===== config.mk =====
export PLATFORM = sky130hd
export DESIGN_NAME = bsr_ram
export DESIGN_NICKNAME = d
export VERILOG_FILES = /design/src/hdl/bilinear_rgb_sampler_defines.svh /design/src/hdl/bsr_ram.sv
export SDC_FILE = /design/constraint.sdc
export NUM_CORES = 2
export LEC_CHECK = 0
export ABC_AREA = 1
export BUFFER_PORTS_ARGS = -buffer_cell sky130_fd_sc_hd__buf_2
export CELL_PAD_IN_SITES_DETAIL_PLACEMENT = 0
export CELL_PAD_IN_SITES_GLOBAL_PLACEMENT = 1
export CORE_AREA = 2 2 404 406
export CTS_BUF_LIST = sky130_fd_sc_hd__clkbuf_8
export DETAILED_ROUTE_END_ITERATION = 10
export DIE_AREA = 0 0 406 408
export PLACE_DENSITY_LB_ADDON = 0.1
export SLEW_MARGIN = 20
export SYNTH_ARGS = -nofsm -noshare
export SYNTH_HDL_FRONTEND = slang
export SYNTH_SLANG_ARGS = --single-unit

===== constraint.sdc =====
create_clock -name clk -period 3.1 [get_ports clk]
set_input_delay 0.775 -clock clk [delete_from_list [all_inputs] [get_ports clk]]
set_output_delay 0.775 -clock clk [all_outputs]
set_load 0.02 [all_outputs]

===== src/hdl/bilinear_rgb_sampler_defines.svh =====
// Assertion macros used by the sampler top level.
`ifndef BILINEAR_RGB_SAMPLER_DEFINES_SVH
`define BILINEAR_RGB_SAMPLER_DEFINES_SVH

// Same-cycle implication, disabled while reset is asserted.
`define BSR_ASSERT_NOW(label, clk, rst_n, ante, cons, msg) \
	label: assert property (@(posedge clk) disable iff (!rst_n) (ante) |-> (cons)) \
		else $error(msg);

// Next-cycle implication, disabled while reset is asserted.
`define BSR_ASSERT_NEXT(label, clk, rst_n, ante, cons, msg) \
	label: assert property (@(posedge clk) disable iff (!rst_n) (ante) |=> (cons)) \
		else $error(msg);

`endif


===== src/hdl/bsr_ram.sv =====
// Generic single-port RAM with registered read data.
module bsr_ram #(
	parameter int unsigned ADDR_W = 8,
	parameter int unsigned DATA_W = 8
) (
	input  logic              clk,
	input  logic              we,
	input  logic              re,
	input  logic [ADDR_W-1:0] addr,
	input  logic [DATA_W-1:0] wdata,
	output logic [DATA_W-1:0] rdata
);

	logic [DATA_W-1:0] mem [2**ADDR_W];

	always_ff @(posedge clk) begin
		if (we) begin
			mem[addr] <= wdata;
		end
		if (re) begin
			rdata <= mem[addr];
		end
	end

endmodule


Word-level counts from Yosys, hierarchy flattened
Memories as Yosys holds them, arrays and structs flattened. A register that Yosys moved wholly into a read port is not among the register bits.
Index checks and enable logic that the tools add are counted.
W data, S select, Z words.

storage, ports and cells
  logic and storage cells = 3
  memories = 1
  bits in writable memories = 2,048
  output and inout port bits = 8
  input port bits = 19
  register bits = 0

memories
  name  words  width  rd ports  clocked after Yosys merged registers in  wr ports  RTL line       source
  mem   256    8      1         1                                        1         bsr_ram.sv:14  logic [DATA_W-1:0] mem [2**ADDR_W];

cells by class
  mux-type cells = 2

operators by type and width
  operator  number
  $mux W1   2

Depth between registers and ports, before layout
  depth after elaboration = 2
  depth in mapped cells = 15
  mapped depth without buffers = 13

Worst setup path before layout
OpenSTA, ideal clock, no wires.

  path type = input to register
  start = input port addr[1]
  end = memory mem[234][0], enable pin
  data required time = 2,730 ps
  stages on the path = 10
  buffers on the path = 4
  arrival = 2,245 ps
  setup time = 370 ps
  slack = 485 ps
  cell sequence = buf_4 inv_4 nor2_8 buf_4 buf_4 inv_2 nor2_1 nand2_1 clkbuf_1 nor2_1

RTL lines
  element             RTL line       source
  start: declaration  bsr_ram.sv:9   input logic [ADDR_W-1:0] addr,
  end: declaration    bsr_ram.sv:14

Straight into the memory's write port.

==> results.sh <==
export IMPL_outcome="finished, final reports clean"
export IMPL_max_stage_delay_ps=430
export IMPL_fin_crit_ps=2740
export IMPL_clk_pin_slew_ps=60
export IMPL_final_nets=8600
export IMPL_cp_slowest_cell="nor2_1"
export IMPL_rsz0062_at_grt="false"
export IMPL_avgSynthCellArea_um2=10.6
export IMPL_ys_top_cells_by_count="nand2_1, edfxtp_1, nor2_1, nand3_1, buf_2"
export IMPL_ant_nets=0
export IMPL_syn_inst=8021
export IMPL_max_slew_margin_pct=32.2
export IMPL_die_area_mm2=0.166
export IMPL_cts_sinks=2056
export IMPL_yosys_top_cells_area="edfxtp_1, nand2_1, nor2_1, nand3_1, buf_2"
export IMPL_p_leak_nw=40.2
export IMPL_cts_root_buf="clkbuf_8"
export IMPL_start_util_pct=52.5
export IMPL_routedWlPerCell_um=21.7
export IMPL_yosysTopAreaCell="edfxtp_1"
export IMPL_cp_max_fo=23
export IMPL_synth_distinct_cells=17
export IMPL_cts_resized=0
export IMPL_cp_depth=17
export IMPL_async_flop_share_pct=0
export IMPL_ctsHoldBuffers=0
export IMPL_tightestPinTransition_ps=1010
export IMPL_vias=58100
export IMPL_fillers=13300
export IMPL_grt_pass1_wl_mm=354
export IMPL_synth_top_area_share_pct=72.7
export IMPL_cts_buffers=349
export IMPL_drc_errors=0
export IMPL_htreeDepth=5
export IMPL_required_ps=3870
export IMPL_grt_pass1_vias=56000
export IMPL_insertion_delay_ps=1050
export IMPL_viasPerCell=5.29
export IMPL_dpl_hpwl_mm=147
export IMPL_synthFlopType="edfxtp_1"
export IMPL_min_period_over_period_pct=88.5
export IMPL_rows=148
export IMPL_critPathArrivalTime_ps=3510
export IMPL_ys_seq_area_share_pct=72.7
export IMPL_hold_ws_ps=116
export IMPL_hp_class="primary input to register"
export IMPL_slew_viol_final=0
export IMPL_antenna_found_initial=12
export IMPL_p_total_mw=56.2
export IMPL_syn_area_mm2=0.0849
export IMPL_path_common_cell="nand2_1"
export IMPL_r2r_cells=12
export IMPL_die_x_um=406
export IMPL_grt_max_degree=97
export IMPL_place_congestion=0.866
export IMPL_setup_viol=0
export IMPL_final_setup_skew_ps=27.3
export IMPL_crit_family="simple AND/OR/NAND/NOR gates"
export IMPL_yosysWarnings=0
export IMPL_hold_viol=0
export IMPL_io_pins=27
export IMPL_coreArea_mm2=0.162
export IMPL_crit_type="primary input to register"
export IMPL_syn2layout_area_growth_pct=15.6
export IMPL_path_buf_inv=5
export IMPL_crit_chain="buf_8 > buf_12 > buf_12 > buf_12 > buf_4 > nand2_1 > nand2_1 > nand2_1 > nand3_1 > nand2_1 > nand2_1 > o21ai_1 > nand2_1 > nor2_1 > nor2_1 > nor2_1 > nand2_1"
export IMPL_grt_use_total_pct=28.9
export IMPL_port_buffers=26
export IMPL_ys_ff_latch=2056
export IMPL_drt_iter0_drc=5512
export IMPL_critPathCaptureType="register"
export IMPL_holdPathStages=1
export IMPL_cts_setup_buffers=0
export IMPL_synth_edf_count=2056
export IMPL_maxCapViolations=0
export IMPL_die_y_um=408
export IMPL_synth_nets=8040
export IMPL_fmax_ghz=0.365
export IMPL_post_route_cells_drive_above_1_share_pct=11.8
export IMPL_p_per_area_mw_per_mm2=572
export IMPL_routed_wl_mm=238
export IMPL_start_kind="primary input"
export IMPL_ir_drop_mv=0.441
export IMPL_globalRouteOverflowTotal=0
export IMPL_synth_most_common_cell="nand2_1"
export IMPL_drt_pass1_iterations=6
export IMPL_cts_buffer_depth=4
export IMPL_tritoncts="built"
-- report_power, final --
part / leakage (nW) / switching, mW / internal, mW
Combinational: 18.3 / 2.70 / 1.09
Clock: 3.46 / 10.5 / 11.2
Sequential: 18.5 / 0.0447 / 30.7
Total: 40.2 / 13.3 / 42.9
-- worst reg2reg max path: stages, from the launching register on --
cell and delay (ps):
edfxtp_1 360, nand2_1 70, nand2_1 40, nand2_1 60
nand2_1 60, nand2_1 120, nand2_1 100, o21ai_0 380
nand2_1 190, nor2_1 120, nor2_1 60, nor2_1 580
nand2_1 130
-- metrics by stage --
stage / cell area [um^2] / setup TNS (ps) / utilization, % / instances / worst slack [ps]
after floorplan: 84900 / 0 / - / 8021 / 485
after global placement: 92200 / -6380 / 57.0 / 10400 / -702
after detailed placement: 92200 / -6130 / 57.0 / 10400 / -697
after CTS: 98200 / 0 / 60.7 / 11000 / 364
after global routing: 98200 / 0 / 60.7 / 11000 / 301
final: 98200 / 0 / 60.7 / 11000 / 357
-- cell usage in the layout (no fill, tap or decap), types with 88 or more instances in the layout --
cell and count:
clkbuf_8 354, buf_4 477, edfxtp_1 2056, o21ai_1 119, inv_1 132, nor2_1 355
nand2_1 4758, clkinv_1 88, buf_12 123, nand3_1 188
-- worst paths after layout --
kind / startpoint / to / slack (ps)
worst max-delay path: addr[0] / rdata[1] / 360
worst min-delay path: wdata[5] / mem[117][5] / 120
worst max register to register: mem[178][2] / rdata[2] / 560
worst min register to register: mem[171][0] / rdata[0] / 1070
-- registers in the layout, indices dropped and copies added, names as in the netlist --
signal  flops
mem      2048
rdata       8
-- per-layer routing --
layer / up-vias / part of all wire, % / GRT usage (%)
met5: - / 0.019 / 0
met3: 395 / 7.7 / 5.19
li1: 27500 / - / -
met4: 6 / 2.6 / 8.74
met1: 28100 / 43 / 41.8
met2: 2067 / 46 / 44.9
-- cell families after synthesis --
family | count (synthesis) | synth area share, %
AO/OA/AOI/OAI | 192 | 1.13
buffers and inverters | 452 | 2.36
flip-flops | 2056 | 72.7
AND/OR/NAND/NOR | 5321 | 23.8
-- final cells by class --
type | instances | area [um^2] | share of cell area [%]
Timing Repair Buffer | 626 | 6270 | 6.39
Clock inverter | 229 | 1120 | 1.14
Tap cell | 2175 | 2720 | 2.77
Inverter | 35 | 165 | 0.168
Multi-Input combinational cell | 5513 | 21300 | 21.7
Antenna cell | 5 | 12.5 | 0.0127
Sequential cell | 2056 | 61700 | 62.9
Clock buffer | 354 | 4870 | 4.96
(Power assumes the default switching activity.)
