## config.mk

```make
export PLATFORM = sky130hd
export DESIGN_NAME = bsr_blend
export DESIGN_NICKNAME = d
export VERILOG_FILES = /design/src/hdl/bilinear_rgb_sampler_defines.svh /design/src/hdl/bsr_pkg.sv /design/src/hdl/bsr_blend.sv
export SDC_FILE = /design/constraint.sdc
export NUM_CORES = 2
export LEC_CHECK = 0
export BUFFER_PORTS_ARGS = -buffer_cell sky130_fd_sc_hd__buf_2
export CAP_MARGIN = 40
export CORE_MARGIN = 1.5
export CORE_UTILIZATION = 40
export CTS_BUF_LIST = sky130_fd_sc_hd__clkbuf_8
export CTS_CLUSTER_DIAMETER = 30
export CTS_CLUSTER_SIZE = 30
export DETAILED_ROUTE_END_ITERATION = 7
export PLACE_DENSITY = 0.6
export SYNTH_ARGS = -nofsm -noshare
export SYNTH_HDL_FRONTEND = slang
export SYNTH_SLANG_ARGS = --single-unit
export TNS_END_PERCENT = 10
```

## constraint.sdc

```tcl
create_clock -name clk -period 19.5 [get_ports clk]
set_input_delay 1.95 -clock clk [delete_from_list [all_inputs] [get_ports clk]]
set_output_delay 1.95 -clock clk [all_outputs]
set_load 0.02 [all_outputs]
```

## src/hdl/bilinear_rgb_sampler_defines.svh

```systemverilog
// Assertion macros used by the sampler top level.
`ifndef BILINEAR_RGB_SAMPLER_DEFINES_SVH
`define BILINEAR_RGB_SAMPLER_DEFINES_SVH

// Same-cycle implication, disabled while reset is asserted.
`define BSR_ASSERT_NOW(label, clk, rst_n, ante, cons, msg) \
	label: assert property (@(posedge clk) disable iff (!rst_n) (ante) |-> (cons)) \
		else $error(msg);

// Next-cycle implication, disabled while reset is asserted.
`define BSR_ASSERT_NEXT(label, clk, rst_n, ante, cons, msg) \
	label: assert property (@(posedge clk) disable iff (!rst_n) (ante) |=> (cons)) \
		else $error(msg);

`endif

```

## src/hdl/bsr_pkg.sv

```systemverilog
// Constants and types shared by the bilinear RGB sampler.
package bsr_pkg;

	localparam int unsigned MAX_WIDTH  = 1024;
	localparam int unsigned MAX_HEIGHT = 1024;
	localparam int unsigned FRAC_BITS  = 8;

	localparam int unsigned CH_W      = 8;
	localparam int unsigned NCH       = 3;
	localparam int unsigned PIX_W     = CH_W * NCH;
	localparam int unsigned PIX_IDX_W = 10;
	localparam int unsigned COORD_W   = 19;
	localparam int unsigned CFG_W     = 11;
	localparam int unsigned CFG_IDX_W = 1;
	localparam int unsigned RST_SIZE  = 1024;

	localparam int unsigned COL_W   = $clog2(MAX_WIDTH);
	localparam int unsigned ROW_W   = $clog2(MAX_HEIGHT);
	localparam int unsigned COLA_W  = (COL_W > 1) ? COL_W - 1 : 1;
	localparam int unsigned ROWA_W  = (ROW_W > 1) ? ROW_W - 1 : 1;
	localparam int unsigned BANK_AW = COLA_W + ROWA_W;
	localparam int unsigned NBANK   = 4;
	localparam int unsigned BANK_SEL_W = 2;

	localparam int unsigned INT_W  = COORD_W - 1 - FRAC_BITS;
	localparam int unsigned CMPX_W = ((INT_W > COL_W) ? INT_W : COL_W) + 1;
	localparam int unsigned CMPY_W = ((INT_W > ROW_W) ? INT_W : ROW_W) + 1;

	localparam int unsigned WGT_W  = FRAC_BITS + 1;
	localparam int unsigned TOP_W  = CH_W + FRAC_BITS;
	localparam int unsigned MUL1_W = TOP_W + 1;
	localparam int unsigned MUL2_W = TOP_W + FRAC_BITS + 1;
	localparam logic [WGT_W-1:0] SCALE = WGT_W'(1 << FRAC_BITS);

	localparam logic [COL_W-1:0] W_LAST_RST =
		COL_W'(((RST_SIZE > MAX_WIDTH) ? MAX_WIDTH : RST_SIZE) - 1);
	localparam logic [ROW_W-1:0] H_LAST_RST =
		ROW_W'(((RST_SIZE > MAX_HEIGHT) ? MAX_HEIGHT : RST_SIZE) - 1);

	localparam logic [CFG_IDX_W-1:0] REG_IMAGE_WIDTH  = CFG_IDX_W'(0);
	localparam logic [CFG_IDX_W-1:0] REG_IMAGE_HEIGHT = CFG_IDX_W'(1);

	// Decoded item after the address stage.
	typedef struct packed {
		logic                             sample;
		logic                             wr_en;
		logic [BANK_SEL_W-1:0]            wbank;
		logic [PIX_W-1:0]                 wdata;
		logic [NBANK-1:0][BANK_AW-1:0]    addr;
		logic                             x0b;
		logic                             x1b;
		logic                             y0b;
		logic                             y1b;
		logic [FRAC_BITS-1:0]             fx;
		logic [FRAC_BITS-1:0]             fy;
	} s1_t;

	// Bank read data with the neighbour parity and the fractions.
	typedef struct packed {
		logic [NBANK-1:0][PIX_W-1:0] pix;
		logic                        x0b;
		logic                        x1b;
		logic                        y0b;
		logic                        y1b;
		logic [FRAC_BITS-1:0]        fx;
		logic [FRAC_BITS-1:0]        fy;
	} s2_t;

	typedef struct packed {
		logic adv_s3;
		logic adv_s4;
	} blend_ctrl_t;

endpackage

```

## src/hdl/bsr_blend.sv

```systemverilog
// Horizontal then vertical blend stages for the three channels.
module bsr_blend (
	input  logic                      clk,
	input  bsr_pkg::blend_ctrl_t      ctrl,
	input  bsr_pkg::s2_t              s2,
	output logic [bsr_pkg::CH_W-1:0]  red,
	output logic [bsr_pkg::CH_W-1:0]  green,
	output logic [bsr_pkg::CH_W-1:0]  blue
);

	logic [bsr_pkg::PIX_W-1:0]                        p00;
	logic [bsr_pkg::PIX_W-1:0]                        p01;
	logic [bsr_pkg::PIX_W-1:0]                        p10;
	logic [bsr_pkg::PIX_W-1:0]                        p11;
	logic [bsr_pkg::WGT_W-1:0]                        wx;
	logic [bsr_pkg::WGT_W-1:0]                        fxe;
	logic [bsr_pkg::WGT_W-1:0]                        wy;
	logic [bsr_pkg::WGT_W-1:0]                        fye;
	logic [bsr_pkg::NCH-1:0][bsr_pkg::TOP_W-1:0]      top_d;
	logic [bsr_pkg::NCH-1:0][bsr_pkg::TOP_W-1:0]      bot_d;
	logic [bsr_pkg::NCH-1:0][bsr_pkg::TOP_W-1:0]      top_s3;
	logic [bsr_pkg::NCH-1:0][bsr_pkg::TOP_W-1:0]      bot_s3;
	logic [bsr_pkg::FRAC_BITS-1:0]                    fy_s3;
	logic [bsr_pkg::NCH-1:0][bsr_pkg::MUL2_W-1:0]     sum;
	logic [bsr_pkg::NCH-1:0][bsr_pkg::CH_W-1:0]       chan_d;
	logic [bsr_pkg::NCH-1:0][bsr_pkg::CH_W-1:0]       chan_s4;

	always_comb begin
		p00 = s2.pix[{s2.y0b, s2.x0b}];
		p01 = s2.pix[{s2.y0b, s2.x1b}];
		p10 = s2.pix[{s2.y1b, s2.x0b}];
		p11 = s2.pix[{s2.y1b, s2.x1b}];
		fxe = bsr_pkg::WGT_W'(s2.fx);
		wx  = bsr_pkg::SCALE - fxe;
		for (int c = 0; c < bsr_pkg::NCH; c++) begin
			top_d[c] = bsr_pkg::TOP_W'(
				bsr_pkg::MUL1_W'(p00[c*bsr_pkg::CH_W +: bsr_pkg::CH_W]) * bsr_pkg::MUL1_W'(wx)
				+ bsr_pkg::MUL1_W'(p01[c*bsr_pkg::CH_W +: bsr_pkg::CH_W])
				* bsr_pkg::MUL1_W'(fxe));
			bot_d[c] = bsr_pkg::TOP_W'(
				bsr_pkg::MUL1_W'(p10[c*bsr_pkg::CH_W +: bsr_pkg::CH_W]) * bsr_pkg::MUL1_W'(wx)
				+ bsr_pkg::MUL1_W'(p11[c*bsr_pkg::CH_W +: bsr_pkg::CH_W])
				* bsr_pkg::MUL1_W'(fxe));
		end
	end

	always_ff @(posedge clk) begin
		if (ctrl.adv_s3) begin
			top_s3 <= top_d;
			bot_s3 <= bot_d;
			fy_s3  <= s2.fy;
		end
	end

	// Exact product, then drop both fraction fields.
	always_comb begin
		fye = bsr_pkg::WGT_W'(fy_s3);
		wy  = bsr_pkg::SCALE - fye;
		for (int c = 0; c < bsr_pkg::NCH; c++) begin
			sum[c] = bsr_pkg::MUL2_W'(top_s3[c]) * bsr_pkg::MUL2_W'(wy)
				+ bsr_pkg::MUL2_W'(bot_s3[c]) * bsr_pkg::MUL2_W'(fye);
			chan_d[c] = sum[c][2*bsr_pkg::FRAC_BITS +: bsr_pkg::CH_W];
		end
	end

	always_ff @(posedge clk) begin
		if (ctrl.adv_s4) begin
			chan_s4 <= chan_d;
		end
	end

	assign red   = chan_s4[0];
	assign green = chan_s4[1];
	assign blue  = chan_s4[2];

endmodule

```

Yosys cells after proc, flatten, opt, wreduce, memory -nomap -nowiden. Cells that the tools add are included.

$add $sub $neg: 11. $mul: 18. Order comparisons: 4. Muxes and demuxes: 8.

Operator list (number): 24-bit binary-select mux with 2-bit select (4); 16-bit adder (6); 8-bit by 8-bit multiplier with 16-bit output (6); 8-bit by 9-bit multiplier with 16-bit output (6); 24-bit two-way mux (4); 24-bit adder (3); 16-bit by 8-bit multiplier with 24-bit output (3); 16-bit by 9-bit multiplier with 24-bit output (3); 9-bit by 8-bit subtractor with 9-bit output (first input constant) (2); 2-bit by 3-bit less-than comparator with 1-bit output (second input constant) (4).

Register bits: 128. Input port bits: 119. Output and inout bits: 24. Word-level logic and storage cells: 51.

Logic depth before layout (Yosys ltp).
Word-level depth: 4. Depth in mapped cells: 28. Mapped depth without buffers: 26.

Worst setup path after synthesis. No wires, ideal clock.

Path type: input to register. Start: input s2[8] (netlist name). End: register bot_s3[15] (netlist name), data pin. Library setup time: 0.260 ns. Data arrival time: 8.049 ns. Slack: 11.191 ns. Cell stages on the path: 24. Path through: inv_1 -> clkbuf_1 -> ha_1 -> nand3b_1 -> nor3_2 -> clkbuf_1 -> clkbuf_1 -> nand2_1 -> fa_1 -> fa_1 -> inv_1 -> fa_1 -> fa_1 -> fa_1 -> inv_1 -> fa_1 -> inv_1 -> ha_1 -> and2_1 -> o21ai_0 -> o211ai_1 -> a31o_2 -> a21oi_1 -> xnor2_1.

RTL lines: from (decl) (RTL line bsr_blend.sv:5) `input bsr_pkg::s2_t s2,`; to (signal assigned) (RTL line bsr_blend.sv:50) `bot_s3 <= bot_d;`; to (decl) (RTL line bsr_blend.sv:22) `logic [bsr_pkg::NCH-1:0][bsr_pkg::TOP_W-1:0] bot_s3;`.

==> flow_summary.toml <==
[floorplan]
die_y_um = 383
die_area_um2 = 146000
core-area_um2 = 143000
fp.dieW_um = 383
num_io_pins = 143
start_util_pct = 40.2
rows = 139

[cts]
cts_tree = "yes"
numCtsBuffers = 17
cts_hold_buf = 0
clockRootBuffer = "clkbuf_8"
clockBufferDepth = 2
clock_latency_ns = 0.59
clkTransAtPathRegs_ns = 0.09
post_cts_buffers = 0
ctsResizeCount = 0
cts.sinks = 128
cts_htree_levels = 4

[timing]
finalSetupTns_ns = 0
fin_crit_sh_pct = 47.0
max_slew.worst_pin.slew_ns = 1.04
rsz0062_at_grt = "false"
finalSetupViolations = 0
slew_viol_final = 0
period_minus_slack_ns = 9.16
skew_ns = 0.0172
hold_viol_final = 0
fmax_mhz = 109
relSlewSlack_pct = 29.8

[logic_synthesis]
async_flop_share_pct = 0
ys_ff_latch = 128
synth_mux_area_share_pct = 2.76
synth_top_family_by_area = "adder cells"
synth_compound_area_share_pct = 2.88
synth_edf_count = 128
syn_avg_cell_area_um2 = 9.23
yosys.area_share.simple_pct = 15.9
syn_inst = 6243
synthXorXnorAreaFrac_pct = 2.58
synth_cell_types = 54
synth_top_flop_cell = "edfxtp_1"
ys_warn_count = 0
synth_fa_ha_area_share_pct = 57.0
synth.yosys.seq_area_share_pct = 6.67
syn-cell-area_um2 = 57600
synthesis.nets = 8227

[grt]
grt_max_degree = 61
antenna_found_initial = 3
gr-total-overflow = 0
grt_usage_pct = 20.2
grt_pass1_wl_um = 234000
grt_pass1_vias = 43100

[route]
firstDrtPassIters = 5
drt_iter0_drc = 2338
wire_per_inst_um = 17.2
vias = 40000
vias_per_cell = 4.89
ant_nets = 0
wl_um = 141000
route.detailed.drc = 0

[worst_hold_path]
hold_depth = 3
hold_end = "red[7]$_DFFE_PP_"
min_path_type = "reg -> reg"
hp-start = "top_s3[15]$_DFFE_PP_"

[cells_and_area]
fin_area_um2 = 61100
area_growth_syn_to_layout_pct = 5.91
drive_above_1_share_pct = 5.78
fillCellCount = 14400
final_util_pct = 42.6
nets = 8231

[critical_path]
cp-start-kind = "input pin"
worstSetupPathType = "in -> reg"
path_max_fanout = 51
worst_ep_required_time_ns = 19.82
ff2ff_path_depth = 26
arrival_ns = 9.48
critPathCaptureType = "register"
timing.rr.end = "blue[7]$_DFFE_PP_"
regToRegSetupSlack_ns = 10.78
regToRegStartpoint = "fy_s3[3]$_DFFE_PP_"

[outcome]
outcome = "finished clean"

[job]
cap_violations = 0

[placed_design]
postPlaceCellArea_um2 = 60600
dpl.hpwl_um = 114000
io_buffers = 142
gp_congestion = 0.849
placed cells by master (no fill, tap or decap), drive strengths merged, types with 6 or more instances in the layout:
master / synthesis / final
ha: 599 / 599
a211oi: 7 / 7
xor2: 46 / 46
nor3: 28 / 28
clkbuf: 193 / 17
nand3: 29 / 29
a31o: 6 / 6
o21bai: 13 / 13
clkinv: 1 / 8
nor2: 189 / 189
mux4: 48 / 48
and2: 802 / 802
or2: 9 / 9
edfxtp: 128 / 128
inv: 1641 / 1645
nand4: 7 / 7
or3: 9 / 9
fa: 1266 / 1266
mux2: 24 / 24
mux2i: 24 / 24
nor2b: 8 / 8
o21ai: 49 / 49
a21oi: 92 / 92
xnor2: 124 / 124
a21o: 27 / 27
buf: 43 / 221
o21a: 30 / 30
nand2: 756 / 756
registers in the layout, summed over array words and instances, names as in the netlist:
signal and flops:
blue 8, bot_s3 48, fy_s3 8, green 8
red 8, top_s3 48
Yosys cell counts, drive strengths merged (6+ instances only):
cell type  number  area share [%]
inv          1641              11
fa           1266              44
and2          802             8.7
nand2         756             4.9
ha            599              13
clkbuf        193             1.3
nor2          189             1.2
edfxtp        128             6.7
xnor2         124             1.9
a21oi          92            0.81
o21ai          49            0.43
mux4           48             1.9
xor2           46            0.70
buf            43            0.30
o21a           30            0.39
nand3          29            0.25
nor3           28            0.26
a21o           27            0.35
mux2           24            0.47
mux2i          24            0.42
o21bai         13            0.17
or2             9           0.098
or3             9            0.11
nor2b           8           0.087
a211oi          7           0.091
nand4           7           0.076
a31o            6           0.091
how the worst max path moves through the flow:
stage | start | end | slack [ns]
after CTS | s2[8] | bot_s3[15]$_DFFE_PP_ | 10.47
after global routing | s2[12] | bot_s3[15]$_DFFE_PP_ | 10.05
after floorplan | s2[8] | bot_s3[15]$_DFFE_PP_ | 11.19
after global placement | s2[8] | top_s3[15]$_DFFE_PP_ | 10.04
final | s2[12] | top_s3[15]$_DFFE_PP_ | 10.34
after detailed placement | s2[8] | bot_s3[15]$_DFFE_PP_ | 9.82
metrics by stage:
stage	setup slack (ns)	hold slack, ns	cells
2_1_floorplan	11.19	0.850	6243
3_3_place_gp	10.04	1.09	8104
3_5_place_dp	9.82	1.10	8131
4_1_cts	10.47	1.11	8163
5_1_grt	10.05	1.16	8164
6_report	10.34	1.11	8166
cell families after synthesis:
kind of cell               count (synthesis)
xor gates and xnor gates                 170
adders and majority gates               1865
muxes                                     96
buffers and inverters                   1878
DFF                                      128
AOI/OAI and AO/OA                        258
and+or+nand+nor                         1848
final cells by class:
type	instances	area, um^2	share of cell area (%)
timing repair buffer	221	1330	2.18
clock inverter	15	169	0.277
multi-input combinational	4237	46900	76.9
tap	1903	2380	3.90
clock buffer	17	234	0.383
antenna	3	7.51	0.0123
sequential	128	3840	6.30
inverter	1642	6160	10.1
per-layer routing:
metal,vias to the layer above,global-route usage (%),share of wire (%)
met4,0,3.37,1.2
met1,20700,29.5,47
met2,922,33.0,47
met3,101,1.85,4.6
met5,-,0,0
li1,18300,-,-
worst max-delay path: stages:
cell and delay (ns):
buf_2 0.12, buf_4 0.33, nor3_1 0.35, nand3_1 0.31, or3_1 0.50, xor2_4 0.71, buf_4 0.44, nand2_1 0.13
fa_1 0.54, fa_1 0.55, inv_1 0.05, fa_1 0.49, fa_1 0.51, fa_1 0.49, inv_1 0.05, fa_1 0.47
inv_1 0.04, ha_1 0.34, and2_1 0.18, o21ai_0 0.20, o211ai_1 0.15, a31o_2 0.25, a21oi_1 0.17, xnor2_1 0.09
Power is left out: the tool's default activity adds up to more than one toggle a clock period on the data nets, which glitch-free logic cannot reach.
