**src/hdl/bilinear_rgb_sampler_defines.svh**
```systemverilog
// Assertion macros used by the sampler top level.
`ifndef BILINEAR_RGB_SAMPLER_DEFINES_SVH
`define BILINEAR_RGB_SAMPLER_DEFINES_SVH

// Same-cycle implication, disabled while reset is asserted.
`define BSR_ASSERT_NOW(label, clk, rst_n, ante, cons, msg) \
	label: assert property (@(posedge clk) disable iff (!rst_n) (ante) |-> (cons)) \
		else $error(msg);

// Next-cycle implication, disabled while reset is asserted.
`define BSR_ASSERT_NEXT(label, clk, rst_n, ante, cons, msg) \
	label: assert property (@(posedge clk) disable iff (!rst_n) (ante) |=> (cons)) \
		else $error(msg);

`endif

```
**src/hdl/bsr_pkg.sv**
```systemverilog
// Constants and types shared by the bilinear RGB sampler.
package bsr_pkg;

	localparam int unsigned MAX_WIDTH  = 1024;
	localparam int unsigned MAX_HEIGHT = 1024;
	localparam int unsigned FRAC_BITS  = 8;

	localparam int unsigned CH_W      = 8;
	localparam int unsigned NCH       = 3;
	localparam int unsigned PIX_W     = CH_W * NCH;
	localparam int unsigned PIX_IDX_W = 10;
	localparam int unsigned COORD_W   = 19;
	localparam int unsigned CFG_W     = 11;
	localparam int unsigned CFG_IDX_W = 1;
	localparam int unsigned RST_SIZE  = 1024;

	localparam int unsigned COL_W   = $clog2(MAX_WIDTH);
	localparam int unsigned ROW_W   = $clog2(MAX_HEIGHT);
	localparam int unsigned COLA_W  = (COL_W > 1) ? COL_W - 1 : 1;
	localparam int unsigned ROWA_W  = (ROW_W > 1) ? ROW_W - 1 : 1;
	localparam int unsigned BANK_AW = COLA_W + ROWA_W;
	localparam int unsigned NBANK   = 4;
	localparam int unsigned BANK_SEL_W = 2;

	localparam int unsigned INT_W  = COORD_W - 1 - FRAC_BITS;
	localparam int unsigned CMPX_W = ((INT_W > COL_W) ? INT_W : COL_W) + 1;
	localparam int unsigned CMPY_W = ((INT_W > ROW_W) ? INT_W : ROW_W) + 1;

	localparam int unsigned WGT_W  = FRAC_BITS + 1;
	localparam int unsigned TOP_W  = CH_W + FRAC_BITS;
	localparam int unsigned MUL1_W = TOP_W + 1;
	localparam int unsigned MUL2_W = TOP_W + FRAC_BITS + 1;
	localparam logic [WGT_W-1:0] SCALE = WGT_W'(1 << FRAC_BITS);

	localparam logic [COL_W-1:0] W_LAST_RST =
		COL_W'(((RST_SIZE > MAX_WIDTH) ? MAX_WIDTH : RST_SIZE) - 1);
	localparam logic [ROW_W-1:0] H_LAST_RST =
		ROW_W'(((RST_SIZE > MAX_HEIGHT) ? MAX_HEIGHT : RST_SIZE) - 1);

	localparam logic [CFG_IDX_W-1:0] REG_IMAGE_WIDTH  = CFG_IDX_W'(0);
	localparam logic [CFG_IDX_W-1:0] REG_IMAGE_HEIGHT = CFG_IDX_W'(1);

	// Decoded item after the address stage.
	typedef struct packed {
		logic                             sample;
		logic                             wr_en;
		logic [BANK_SEL_W-1:0]            wbank;
		logic [PIX_W-1:0]                 wdata;
		logic [NBANK-1:0][BANK_AW-1:0]    addr;
		logic                             x0b;
		logic                             x1b;
		logic                             y0b;
		logic                             y1b;
		logic [FRAC_BITS-1:0]             fx;
		logic [FRAC_BITS-1:0]             fy;
	} s1_t;

	// Bank read data with the neighbour parity and the fractions.
	typedef struct packed {
		logic [NBANK-1:0][PIX_W-1:0] pix;
		logic                        x0b;
		logic                        x1b;
		logic                        y0b;
		logic                        y1b;
		logic [FRAC_BITS-1:0]        fx;
		logic [FRAC_BITS-1:0]        fy;
	} s2_t;

	typedef struct packed {
		logic adv_s3;
		logic adv_s4;
	} blend_ctrl_t;

endpackage

```
**src/hdl/bsr_addr.sv**
```systemverilog
// Size registers, coordinate clamp and bank address stage.
module bsr_addr (
	input  logic                              clk,
	input  logic                              arst_n,
	input  logic                              cfg_we,
	input  logic [bsr_pkg::CFG_IDX_W-1:0]     cfg_index,
	input  logic [bsr_pkg::CFG_W-1:0]         cfg_data,
	input  logic                              load,
	input  logic                              mode,
	input  logic [bsr_pkg::PIX_IDX_W-1:0]     pixel_col,
	input  logic [bsr_pkg::PIX_IDX_W-1:0]     pixel_row,
	input  logic [bsr_pkg::CH_W-1:0]          red_in,
	input  logic [bsr_pkg::CH_W-1:0]          green_in,
	input  logic [bsr_pkg::CH_W-1:0]          blue_in,
	input  logic signed [bsr_pkg::COORD_W-1:0] sample_x,
	input  logic signed [bsr_pkg::COORD_W-1:0] sample_y,
	output bsr_pkg::s1_t                      s1
);

	logic [bsr_pkg::COL_W-1:0]   wlast_q;
	logic [bsr_pkg::ROW_W-1:0]   hlast_q;
	logic [bsr_pkg::COL_W-1:0]   last_w;
	logic [bsr_pkg::ROW_W-1:0]   last_h;

	logic [bsr_pkg::COORD_W-2:0] sx_pos;
	logic [bsr_pkg::COORD_W-2:0] sy_pos;
	logic [bsr_pkg::CMPX_W-1:0]  xi_e;
	logic [bsr_pkg::CMPX_W-1:0]  wl_e;
	logic [bsr_pkg::CMPY_W-1:0]  yi_e;
	logic [bsr_pkg::CMPY_W-1:0]  hl_e;
	logic [bsr_pkg::COL_W-1:0]   x0;
	logic [bsr_pkg::COL_W-1:0]   x1;
	logic [bsr_pkg::ROW_W-1:0]   y0;
	logic [bsr_pkg::ROW_W-1:0]   y1;
	logic [bsr_pkg::COL_W-1:0]   wcol;
	logic [bsr_pkg::ROW_W-1:0]   wrow;
	logic [bsr_pkg::COL_W-1:0]   bcol;
	logic [bsr_pkg::ROW_W-1:0]   brow;
	bsr_pkg::s1_t                s1_d;

	// Zero acts as one, anything past the store acts as the store size.
	always_comb begin
		if (cfg_data == '0) begin
			last_w = '0;
		end else if (32'(cfg_data) > bsr_pkg::MAX_WIDTH) begin
			last_w = bsr_pkg::COL_W'(bsr_pkg::MAX_WIDTH - 1);
		end else begin
			last_w = bsr_pkg::COL_W'(cfg_data - bsr_pkg::CFG_W'(1));
		end
		if (cfg_data == '0) begin
			last_h = '0;
		end else if (32'(cfg_data) > bsr_pkg::MAX_HEIGHT) begin
			last_h = bsr_pkg::ROW_W'(bsr_pkg::MAX_HEIGHT - 1);
		end else begin
			last_h = bsr_pkg::ROW_W'(cfg_data - bsr_pkg::CFG_W'(1));
		end
	end

	always_ff @(posedge clk or negedge arst_n) begin
		if (!arst_n) begin
			wlast_q <= bsr_pkg::W_LAST_RST;
			hlast_q <= bsr_pkg::H_LAST_RST;
		end else if (cfg_we) begin
			case (cfg_index)
				bsr_pkg::REG_IMAGE_WIDTH:  wlast_q <= last_w;
				bsr_pkg::REG_IMAGE_HEIGHT: hlast_q <= last_h;
				default: ;
			endcase
		end
	end

	always_comb begin
		// Negative positions clamp to zero before the split.
		sx_pos = sample_x[bsr_pkg::COORD_W-1] ? '0 : sample_x[bsr_pkg::COORD_W-2:0];
		sy_pos = sample_y[bsr_pkg::COORD_W-1] ? '0 : sample_y[bsr_pkg::COORD_W-2:0];

		xi_e = bsr_pkg::CMPX_W'(sx_pos[bsr_pkg::COORD_W-2:bsr_pkg::FRAC_BITS]);
		wl_e = bsr_pkg::CMPX_W'(wlast_q);
		yi_e = bsr_pkg::CMPY_W'(sy_pos[bsr_pkg::COORD_W-2:bsr_pkg::FRAC_BITS]);
		hl_e = bsr_pkg::CMPY_W'(hlast_q);

		x0 = (xi_e > wl_e) ? wlast_q : bsr_pkg::COL_W'(xi_e);
		x1 = (xi_e >= wl_e) ? wlast_q : bsr_pkg::COL_W'(xi_e + bsr_pkg::CMPX_W'(1));
		y0 = (yi_e > hl_e) ? hlast_q : bsr_pkg::ROW_W'(yi_e);
		y1 = (yi_e >= hl_e) ? hlast_q : bsr_pkg::ROW_W'(yi_e + bsr_pkg::CMPY_W'(1));

		wcol = bsr_pkg::COL_W'(pixel_col);
		wrow = bsr_pkg::ROW_W'(pixel_row);

		s1_d.sample = mode;
		s1_d.wr_en  = !mode && (32'(pixel_col) < bsr_pkg::MAX_WIDTH)
			&& (32'(pixel_row) < bsr_pkg::MAX_HEIGHT);
		s1_d.wbank  = {wrow[0], wcol[0]};
		s1_d.wdata  = {blue_in, green_in, red_in};
		s1_d.x0b    = x0[0];
		s1_d.x1b    = x1[0];
		s1_d.y0b    = y0[0];
		s1_d.y1b    = y1[0];
		s1_d.fx     = sx_pos[bsr_pkg::FRAC_BITS-1:0];
		s1_d.fy     = sy_pos[bsr_pkg::FRAC_BITS-1:0];

		// Bank {row parity, col parity} serves whichever neighbour has that parity.
		for (int b = 0; b < bsr_pkg::NBANK; b++) begin
			bcol = (x0[0] == b[0]) ? x0 : x1;
			brow = (y0[0] == b[1]) ? y0 : y1;
			if (!mode) begin
				bcol = wcol;
				brow = wrow;
			end
			s1_d.addr[b] = {bsr_pkg::ROWA_W'(brow >> 1), bsr_pkg::COLA_W'(bcol >> 1)};
		end
	end

	always_ff @(posedge clk) begin
		if (load) begin
			s1 <= s1_d;
		end
	end

endmodule

```
**config.mk**
```make
export PLATFORM = sky130hd
export DESIGN_NAME = bsr_addr
export DESIGN_NICKNAME = d
export VERILOG_FILES = /design/src/hdl/bilinear_rgb_sampler_defines.svh /design/src/hdl/bsr_pkg.sv /design/src/hdl/bsr_addr.sv
export SDC_FILE = /design/constraint.sdc
export NUM_CORES = 1
export LEC_CHECK = 0
export BUFFER_PORTS_ARGS = -buffer_cell sky130_fd_sc_hd__buf_2
export CORE_ASPECT_RATIO = 0.75
export CORE_UTILIZATION = 40
export DETAILED_ROUTE_END_ITERATION = 8
export MAX_ROUTING_LAYER = met4
export PLACE_DENSITY = 0.66
export SLEW_MARGIN = 5
export SYNTH_ARGS = -nofsm -noshare
export SYNTH_HDL_FRONTEND = slang
export SYNTH_SLANG_ARGS = --single-unit
```
**constraint.sdc**
```tcl
create_clock -name clk -period 7.76 [get_ports clk]
set_input_delay 0 -clock clk [delete_from_list [all_inputs] [get_ports clk]]
set_output_delay 0 -clock clk [all_outputs]
set_load 0.03 [all_outputs]
```
==> Word-level counts from Yosys, hierarchy flattened <==
Index checks and enable logic that the tools add are counted.
{ "word_totals": {"ramBits": 0, "inputBits": 99, "rom_bits": 0, "latch_bits": 0, "reg_bits": 140, "output_inout_bits": 120, "n_memories": 0, "word_cells": 45} }
{ "classes": {"div_mod_pow": 0, "mul": 0, "add_sub_neg": 3, "reduce_logical": 4, "n_lt_le_gt_ge": 5, "muxes": 16, "shifts": 0, "bitwise": 1, "eq_ne": 0} }
{ "ops": {"columns": ["operator", "count"], "rows": [
  ["$mux 10", 14],
  ["$mux 18", 2],
  ["$add 10x1->10 const B", 2],
  ["$ge 10x10->1", 2],
  ["$gt 10x10->1", 2],
  ["$gt 11x11->1 const B", 1],
  ["$logic_not 11->1", 1],
  ["$sub 10x1->10 const B", 1],
  ["$reduce_and 2->1", 2],
  ["$logic_not 1->1", 1],
  ["$not 1->1", 1]
]} }

==> Longest topological paths before layout <==
Gate-level depths: netlist of run 1.
{ "logic_depth": {"word_depth": 5, "mapped_depth": 13, "depth_no_buf": 11} }

==> Worst setup path before layout of run 1 <==
No wires, ideal clock.
{ "synth_timing": {"path_type": "reg-to-reg", "start": "register wlast_q[9] (netlist bit)", "end": "register s1[20] (netlist bit) (data pin)", "period_less_slack_ps": 2664, "required_ps": 7504, "arrival_time_ps": 2408, "path_slack_ps": 5096, "path_buffers": 1, "path_stages_with_launch": 10, "path_cell_list": "dfstp_2 -> inv_1 -> ha_1 -> and4_1 -> nand3_1 -> or3_1 -> buf_2 -> a21oi_2 -> o211ai_1 -> a41o_1"} }
{ "synth_rtl": {"columns": ["item", "line_no", "rtl"], "rows": [
  ["start, declared", "bsr_addr.sv:20", "logic [bsr_pkg::COL_W-1:0] wlast_q;"],
  ["start signal, assigned", "bsr_addr.sv:61", "wlast_q <= bsr_pkg::W_LAST_RST;"],
  ["start signal, assigned", "bsr_addr.sv:65", "bsr_pkg::REG_IMAGE_WIDTH: wlast_q <= last_w;"],
  ["end signal, assigned", "bsr_addr.sv:116", "s1 <= s1_d;"],
  ["end, declared", "bsr_addr.sv:17", "output bsr_pkg::s1_t s1"]
]} }

==> impl_results.md, run 1 <==
* Status: finished clean
* Setup crit end kind: register
* Final hold vios at 0
* Internal reg-to-reg setup slack at 4.34 ns
* Fillers at 1468
* #FFs+latches synth at 104
* CTS Buf Count at 9
* Placement Rows at 40
* Number of enable flip-flop cells after synthesis at 84
* Crit path arrival time at 3.57 ns
* Crit path buf inv count at 1
* Sequential Area at 3050 sq um
* Initial DRC count at 506
* Cell count after synthesis at 649
* CTS HTree Levels at 3
* Final setup viols at 0
* Worst relative slew slack at 0.296
* Depth of the worst register-to-register path at 9
* Hold buffers post-CTS at 49
* Setup repair after global routing missed its margin: false
* Initial antenna violation count at 0
* Total Wirelength at 18.9 mm
* CTS root buffer: clkbuf_16
* WHS at 0.0196 ns
* Post-CTS Setup Inserts at 0
* Critical Path Fanout Max at 16
* Hold Crit Endpoint: wlast_q[6]
* Clk pin slew, worst setup/hold paths at 0.08 ns
* Synth Warn # at 0
* Largest net degree at the start of global routing at 85
* Family with the most delay on the worst path: simple AND/OR/NAND/NOR gates
* Reg-to-reg startpoint: hlast_q[9]
* Post-DRT Antenna Nets at 0
* Pwr Density at 206 nW/um^2
* I/O Buffers at 218
* Pre-antenna DRT Iters at 5
* Vias at 5856
* DR vias/cell at 5.50
* Multi-input gate area at 2920 sq um
* Seq/Total Area, Yosys at 0.465
* Most common cell after layout, fill and taps aside: buf_2
* Crit path launch: hlast_q[9]
* Clock latency on the worst-skew pair at 0.35 ns
* Final GP Congestion at 0.940
* Syn avg cell area at 10.1 sq um
* Fin Setup TNS at 0 ns
* Antenna Cells at 0
* WL/cell at 17.7 um
* Area of placed instances at 7450 sq um
* Final Critical Period at 3.42 ns
* Die W at 150 um
* Final HPWL DP at 13.6 mm
* Layout cells sized above 1 at 0.319
* Num ports at 219
* Capturing point of the worst reg2reg path: s1[32]
* Starting Density at 0.409
* Core footprint at 16000 sq um
* Die area at 16900 sq um
* IR drop worst, VDD at 0.101 mV
* Worst endpoint required time at 7.90 ns
* Area grow syn2layout at 25.5%
* Static Leak at 0.00348 uW
* WS Path Type: register to register
* Period Utilization, post-route at 0.441
* Pre-CTS WS at 4.38 ns
* Final Cell Area at 8230 sq um
* Pins Over Slew Limit at 0
* Slowest cell on crit path: nor3b_2
* Cell Area, Synth at 6560 sq um
* Final Skew at 0.00741 ns
* Synth cell types at 70
* Worst min path class: input port to register
* Worst Setup Slack, final at 4.34 ns
* Max Fclk at 292 MHz
* Worst Min Path Start: cfg_data[10]
* Main synth FF type: edfxtp_1
* TritonCTS Sinks at 104
* Crit-path cells: inv_1 > ha_1 > and4_1 > nand3_1 > a311oi_2 > nor3b_2 > nand2_1 > o311a_1 > a32oi_1
* Grt total ovfl at 0
* # DRC at 0
* Async set or reset register ratio after synthesis at 0.192
* Die Ht at 113 um
* Slowest stage delay, CP at 0.79 ns
* Max Buffers Root-to-Sink at 2
* First-pass GRT wire length at 28.7 mm
* GRT Overall Usage at 0.226
* Max Cap Viol at 0
* Startpoint types: register
* Final core occ at 0.514
* CTS tree: built
* Final #Nets at 968
* Hold Path Stages at 3
* Syn Nets at 767
* Worst-Margin Slew at 1.06 ns
* Most frequent cells in the layout: 217 x buf_2, 84 x edfxtp_1, 49 x dlygate4sd3_1
* Vias in the first global route at 5307
* Number of gates resized after cts at 0
[per-layer routing]
metal	vias to the layer above	track usage	routed length [um]
met5	-	-	0
li1	2779	-	-
met2	326	0.336	8370
met1	2737	0.317	8630
met4	0	0.0438	136
met3	14	0.0508	1750
[sequential cells by signal, summed over array words and instances (netlist names)]
register,cells
hlast_q,10
s1,84
wlast_q,10
[power by group]
| part | switching [uW] | internal [uW] | total, uW |
|---|---|---|---|
| registers | 43.4 | 686 | 729 |
| logic | 347 | 175 | 523 |
| clock network | 218 | 224 | 442 |
[layout make-up]
class                   count  share of cell area
clock inverters             7             0.00776
flip-flops and latches    104               0.370
inverters                  30              0.0137
well taps                 210              0.0319
repair buffers            268               0.193
multi-input cells         437               0.355
clock buffers               9              0.0274
[through the flow]
| step | total power, uW | instances |
|---|---|---|
| 3_3_place_gp | 1230 | 1000 |
| 3_5_place_dp | 1240 | 1000 |
| 2_1_floorplan | 1110 | 649 |
| 5_1_grt | 1770 | 1065 |
| 6_report | 1690 | 1065 |
| 4_1_cts | 1700 | 1065 |
[worst register-to-register path: stages (launching register included)]
cell and delay, ns:
dfstp_2 0.56, inv_1 0.07, ha_1 0.32, and4_1 0.23, nand3_1 0.11, a311oi_2 0.07
nor3b_2 0.79, nand2_1 0.36, o311a_1 0.43, a32oi_1 0.28
[synth_stat cells, drive strengths merged, types with 7 or more instances]
| library cell | count | area share |
|---|---|---|
| edfxtp | 84 | 0.38 |
| buf | 56 | 0.060 |
| o21ai | 54 | 0.043 |
| nand2 | 42 | 0.027 |
| nor2b | 33 | 0.031 |
| nand3 | 32 | 0.024 |
| nor2 | 31 | 0.020 |
| inv | 28 | 0.016 |
| clkbuf | 22 | 0.013 |
| a21oi | 20 | 0.016 |
| dfstp | 20 | 0.080 |
| ha | 19 | 0.036 |
| nor3 | 18 | 0.016 |
| nand2b | 16 | 0.015 |
| xnor2 | 14 | 0.019 |
| or3 | 13 | 0.012 |
| xor2 | 11 | 0.015 |
| a41o | 10 | 0.015 |
| a311oi | 9 | 0.013 |
| nand4 | 9 | 0.011 |
| nor4 | 9 | 0.0086 |
| o2bb2ai | 9 | 0.012 |
| a211oi | 8 | 0.0092 |
| mux2i | 7 | 0.011 |
| o211ai | 7 | 0.0080 |
[worst max-delay path by stage]
stage / endpoint / cells past startpoint
2_1_floorplan: s1[20] / 9
3_3_place_gp: s1[32] / 11
3_5_place_dp: s1[32] / 11
4_1_cts: s1[32] / 9
5_1_grt: s1[32] / 9
6_report: s1[32] / 9
[cells by family after synthesis]
logic type	synth area share
mux	0.0193
buf+inv	0.0895
fa+ha+maj	0.0393
compound gates	0.162
simple gates	0.192
xor+xnor	0.0334
flops	0.465
No activity file was read; power rests on OpenSTA's default activity.
==> inputs of run 2 (changes only) <==
--- a/config.mk
+++ b/config.mk
@@ -5,12 +5,13 @@
 export SDC_FILE = /design/constraint.sdc
 export NUM_CORES = 1
 export LEC_CHECK = 0
+export ABC_AREA = 1
 export BUFFER_PORTS_ARGS = -buffer_cell sky130_fd_sc_hd__buf_2
 export CORE_ASPECT_RATIO = 0.75
 export CORE_UTILIZATION = 40
 export DETAILED_ROUTE_END_ITERATION = 8
 export MAX_ROUTING_LAYER = met4
-export PLACE_DENSITY = 0.66
+export PLACE_DENSITY = 0.69
 export SLEW_MARGIN = 5
 export SYNTH_ARGS = -nofsm -noshare
 export SYNTH_HDL_FRONTEND = slang
==> constraint.sdc (replaced) <==
create_clock -name clk -period 2.8 [get_ports clk]
set_input_delay 0 -clock clk [delete_from_list [all_inputs] [get_ports clk]]
set_output_delay 0 -clock clk [all_outputs]
set_load 0.03 [all_outputs]
==> run 2 against run 1 <==
Register-to-register slack lost 4.1 ns. Final cell count up 17%. Worst setup slack lost 4.1 ns. Count of clock-buffer cells in the layout did not move. Sequential cell count is the same. Power rose to 2.9 times the previous value. Highest routed layer unchanged.
==> impl_results.md, run 2 <==
* Biggest register: s1
* Slowest stage delay, CP at 0.55 ns (-0.24 ns)
* Pwr Density at 579 nW/um^2 (+180%)
* Final hold vios at 0 (unchanged)
* WL/cell at 14.3 um (-19%)
* Initial DRC count at 526 (+4.0%)
* Largest net degree at the start of global routing at 85 (unchanged)
* Core footprint at 15400 sq um (-4.0%)
* Final HPWL DP at 13.2 mm (-3.3%)
* Worst relative slew slack at 0.287 (-0.00849)
* Total Wirelength at 17.9 mm (-5.5%)
* Top cells by count, synth: 275 x nand2_1, 88 x inv_1, 84 x edfxtp_1
* Post-Route M1 WL at 8.59 mm (-0.47%)
* Final Instance Count excl. Fillers at 1245 (+17%)
* Worst endpoint required time at 2.90 ns (-5.00 ns)
* Seq/Total Area, Yosys at 0.479 (+0.0146)
* Period Utilization, post-route at 0.931 (+0.490)
* Clock latency on the worst-skew pair at 0.36 ns (about the same)
* Worst min path class: input port to register
* Regs by FF count: s1 (84), hlast_q (10), wlast_q (10)
* Die area at 16400 sq um (-3.0%)
* Crit path arrival time at 2.70 ns (-0.87 ns)
* Design Power at 4840 uW (+190%)
* Crit path buf inv count at 3 (+2)
* Final core occ at 0.544 (+0.0303)
* Layout cells sized above 1 at 0.287 (-0.0328)
* Worst Setup Slack, final at 0.194 ns (-4.14 ns)
* WL met2 at 7.92 mm (-5.4%)
* Yosys top cell by area: edfxtp_1
* Max Fclk at 384 MHz (+31%)
* TritonCTS Sinks at 104 (unchanged)
* First-pass GRT wire length at 27.4 mm (-4.6%)
* Top Metal Used: met4
* Num ports at 219 (unchanged)
* I/O Buffers at 218 (unchanged)
* Clk pin slew, worst setup/hold paths at 0.07 ns (about the same)
* Critical Path Fanout Max at 17 (+1)
* Worst Min Path Start: pixel_row[8]
* Pre-antenna DRT Iters at 6 (+1)
* Post-synth top area share at 0.397 (+0.0121)
* Final GP Congestion at 0.969 (+3.1%)
* Cell Area, Synth at 6360 sq um (-3.1%)
* Synth cell types at 32 (-54%)
* Status: finished clean
* IR drop worst, VDD at 0.286 mV (+180%)
* Cell count after synthesis at 789 (+22%)
* Placement Rows at 39 (-2.5%)
* Main synth FF type: edfxtp_1
* Async set or reset register ratio after synthesis at 0.192 (unchanged)
* # DRC at 0 (unchanged)
* Synth Warn # at 0 (unchanged)
* Family with the most delay on the worst path: simple AND/OR/NAND/NOR gates
* Max reg flops at 84 (unchanged)
* Most frequent cell after synthesis: nand2_1
* CTS tree: built
* Crit path launch: hlast_q[9]
* Number of enable flip-flop cells after synthesis at 84 (unchanged)
* Max Buffers Root-to-Sink at 2 (unchanged)
* CTS HTree Levels at 3 (unchanged)
* Synth top area cells: edfxtp_1 40%, nand2_1 16%, dfstp_2 8.3%
* Slowest cell on crit path: dfstp_2
* Placed cells at 1164 (+16%)
* Pre-CTS WS at 0.137 ns (-4.24 ns)
* Worst-Margin Slew at 1.07 ns (+0.0127 ns)
* CTS root buffer: clkbuf_16
* Vias at 5915 (+1.0%)
* Final Critical Period at 2.61 ns (-0.818 ns)
* Syn Nets at 907 (+18%)
* DR vias/cell at 4.75 (-14%)
* Startpoint types: register
* Starting Density at 0.414 (+0.00414)
* Final #Nets at 1154 (+19%)
* Vias in the first global route at 5241 (-1.2%)
* Most frequent cells in the layout: 275 x nand2_1, 217 x buf_2, 88 x inv_1
* Die W at 148 um (-1.5%)
* Antenna Cells at 0 (unchanged)
* Fin Setup TNS at 0 ns (unchanged)
* Final Skew at 0.0104 ns (+0.00296 ns)
* Setup crit end kind: register
* Met3 Routed Length at 1.19 mm (-32%)
* Crit-path most repeated cell: nand2_1
* Fillers at 1446 (-1.5%)
* Pins Over Slew Limit at 0 (unchanged)
* Reg-to-reg startpoint: hlast_q[9]
* Crit-path cells: inv_1 > ha_1 > nand2_1 > nor2_2 > nand2_1 > nor2_1 > nand3_1 > nand2_1 > inv_2 > nand2_4 > buf_4 > nand3_2 > nand2_4 > nand2_1 > nand3_1 > nand2_1
* Initial antenna violation count at 0 (unchanged)
* Post-DRT Antenna Nets at 0 (unchanged)
* Die Ht at 111 um (-1.5%)
* WS Path Type: register to register
* #FFs+latches synth at 104 (unchanged)
* Area grow syn2layout at 31.5%
* Static Leak at 0.00428 uW (+23%)
* Final setup viols at 0 (unchanged)
* Most common cell after layout, fill and taps aside: nand2_1
* CTS Buf Count at 9 (unchanged)
* Max Cap Viol at 0 (unchanged)
* GRT Overall Usage at 0.223 (-0.00367)
* Grt total ovfl at 0 (unchanged)
* Syn avg cell area at 8.06 sq um (-20%)
run 2: cell count changes in the layout (fill, tap and decap cells not counted), moves of 13 or more:
cell,previous run,this run
buf_4,2,18
dlygate4sd3_1,49,62
inv_1,27,88
nand2_1,41,275
nand2b_1,16,0
nand3_1,32,77
nand4_1,8,21
nor2_1,28,50
nor2b_1,33,0
o21ai_0,47,34
or3_1,13,0
run 2: logic make-up after synthesis:
| logic type | count (synthesis) | share of synthesized area |
|---|---|---|
| xor+xnor | 9 | 0.0124 |
| buf+inv | 155 | 0.123 |
| flops | 104 | 0.479 |
| fa+ha+maj | 19 | 0.0374 |
| simple gates | 450 | 0.304 |
| compound gates | 52 | 0.0439 |
run 2: stage by stage:
step           hold WS, ns  instance area (sq um)
6_report            0.0193                   8360
3_3_place_gp         0.176                   7380
5_1_grt             0.0314                   8360
3_5_place_dp         0.178                   7380
4_1_cts            0.00272                   8300
2_1_floorplan       -0.148                   6360
run 2: tightest hold or removal path, delay by kind of cell:
kind,cells,cell delay (ns)
buf+inv,1,0.08
simple gates,2,0.19
run 2: path summary, 6_finish.rpt:
check                           slack [ns]  cells after the start          to
worst max-delay path                  0.19                     16      s1[34]
worst min-delay path                  0.02                      3      s1[90]
worst max register to register        0.19                     16      s1[34]
worst min register to register        0.49                      2  hlast_q[5]
max in group asynchronous             2.35                      2  wlast_q[4]
min in group asynchronous             0.41                      2  wlast_q[8]
run 2: timing repair:
item	4_1_cts	5_1_grt
setup endpoints to repair	0	33
hold buffers	62	0
resized for setup	0	7
endpoints found under the hold margin	99	0
buffers inserted	0	3
run 2: layout make-up:
| type | count | area (sq um) | area share |
|---|---|---|---|
| multi-input cells | 531 | 2560 | 0.307 |
| clock buffers | 9 | 225 | 0.0269 |
| clock inverters | 6 | 76.3 | 0.00913 |
| repair buffers | 297 | 1840 | 0.220 |
| inverters | 93 | 349 | 0.0417 |
| flip-flops and latches | 104 | 3050 | 0.365 |
| well taps | 205 | 256 | 0.0307 |
run 2: per-layer routing:
layer | track usage | vias up
met5 | - | -
met4 | 0.0412 | 0
met3 | 0.0420 | 18
met2 | 0.338 | 227
met1 | 0.312 | 2655
li1 | - | 3015
run 2: power breakdown:
group | internal (uW) | switching [uW] | total, uW
registers | 1900 | 80.3 | 1980
clock network | 705 | 596 | 1300
logic | 498 | 1060 | 1560
total | 3100 | 1740 | 4840
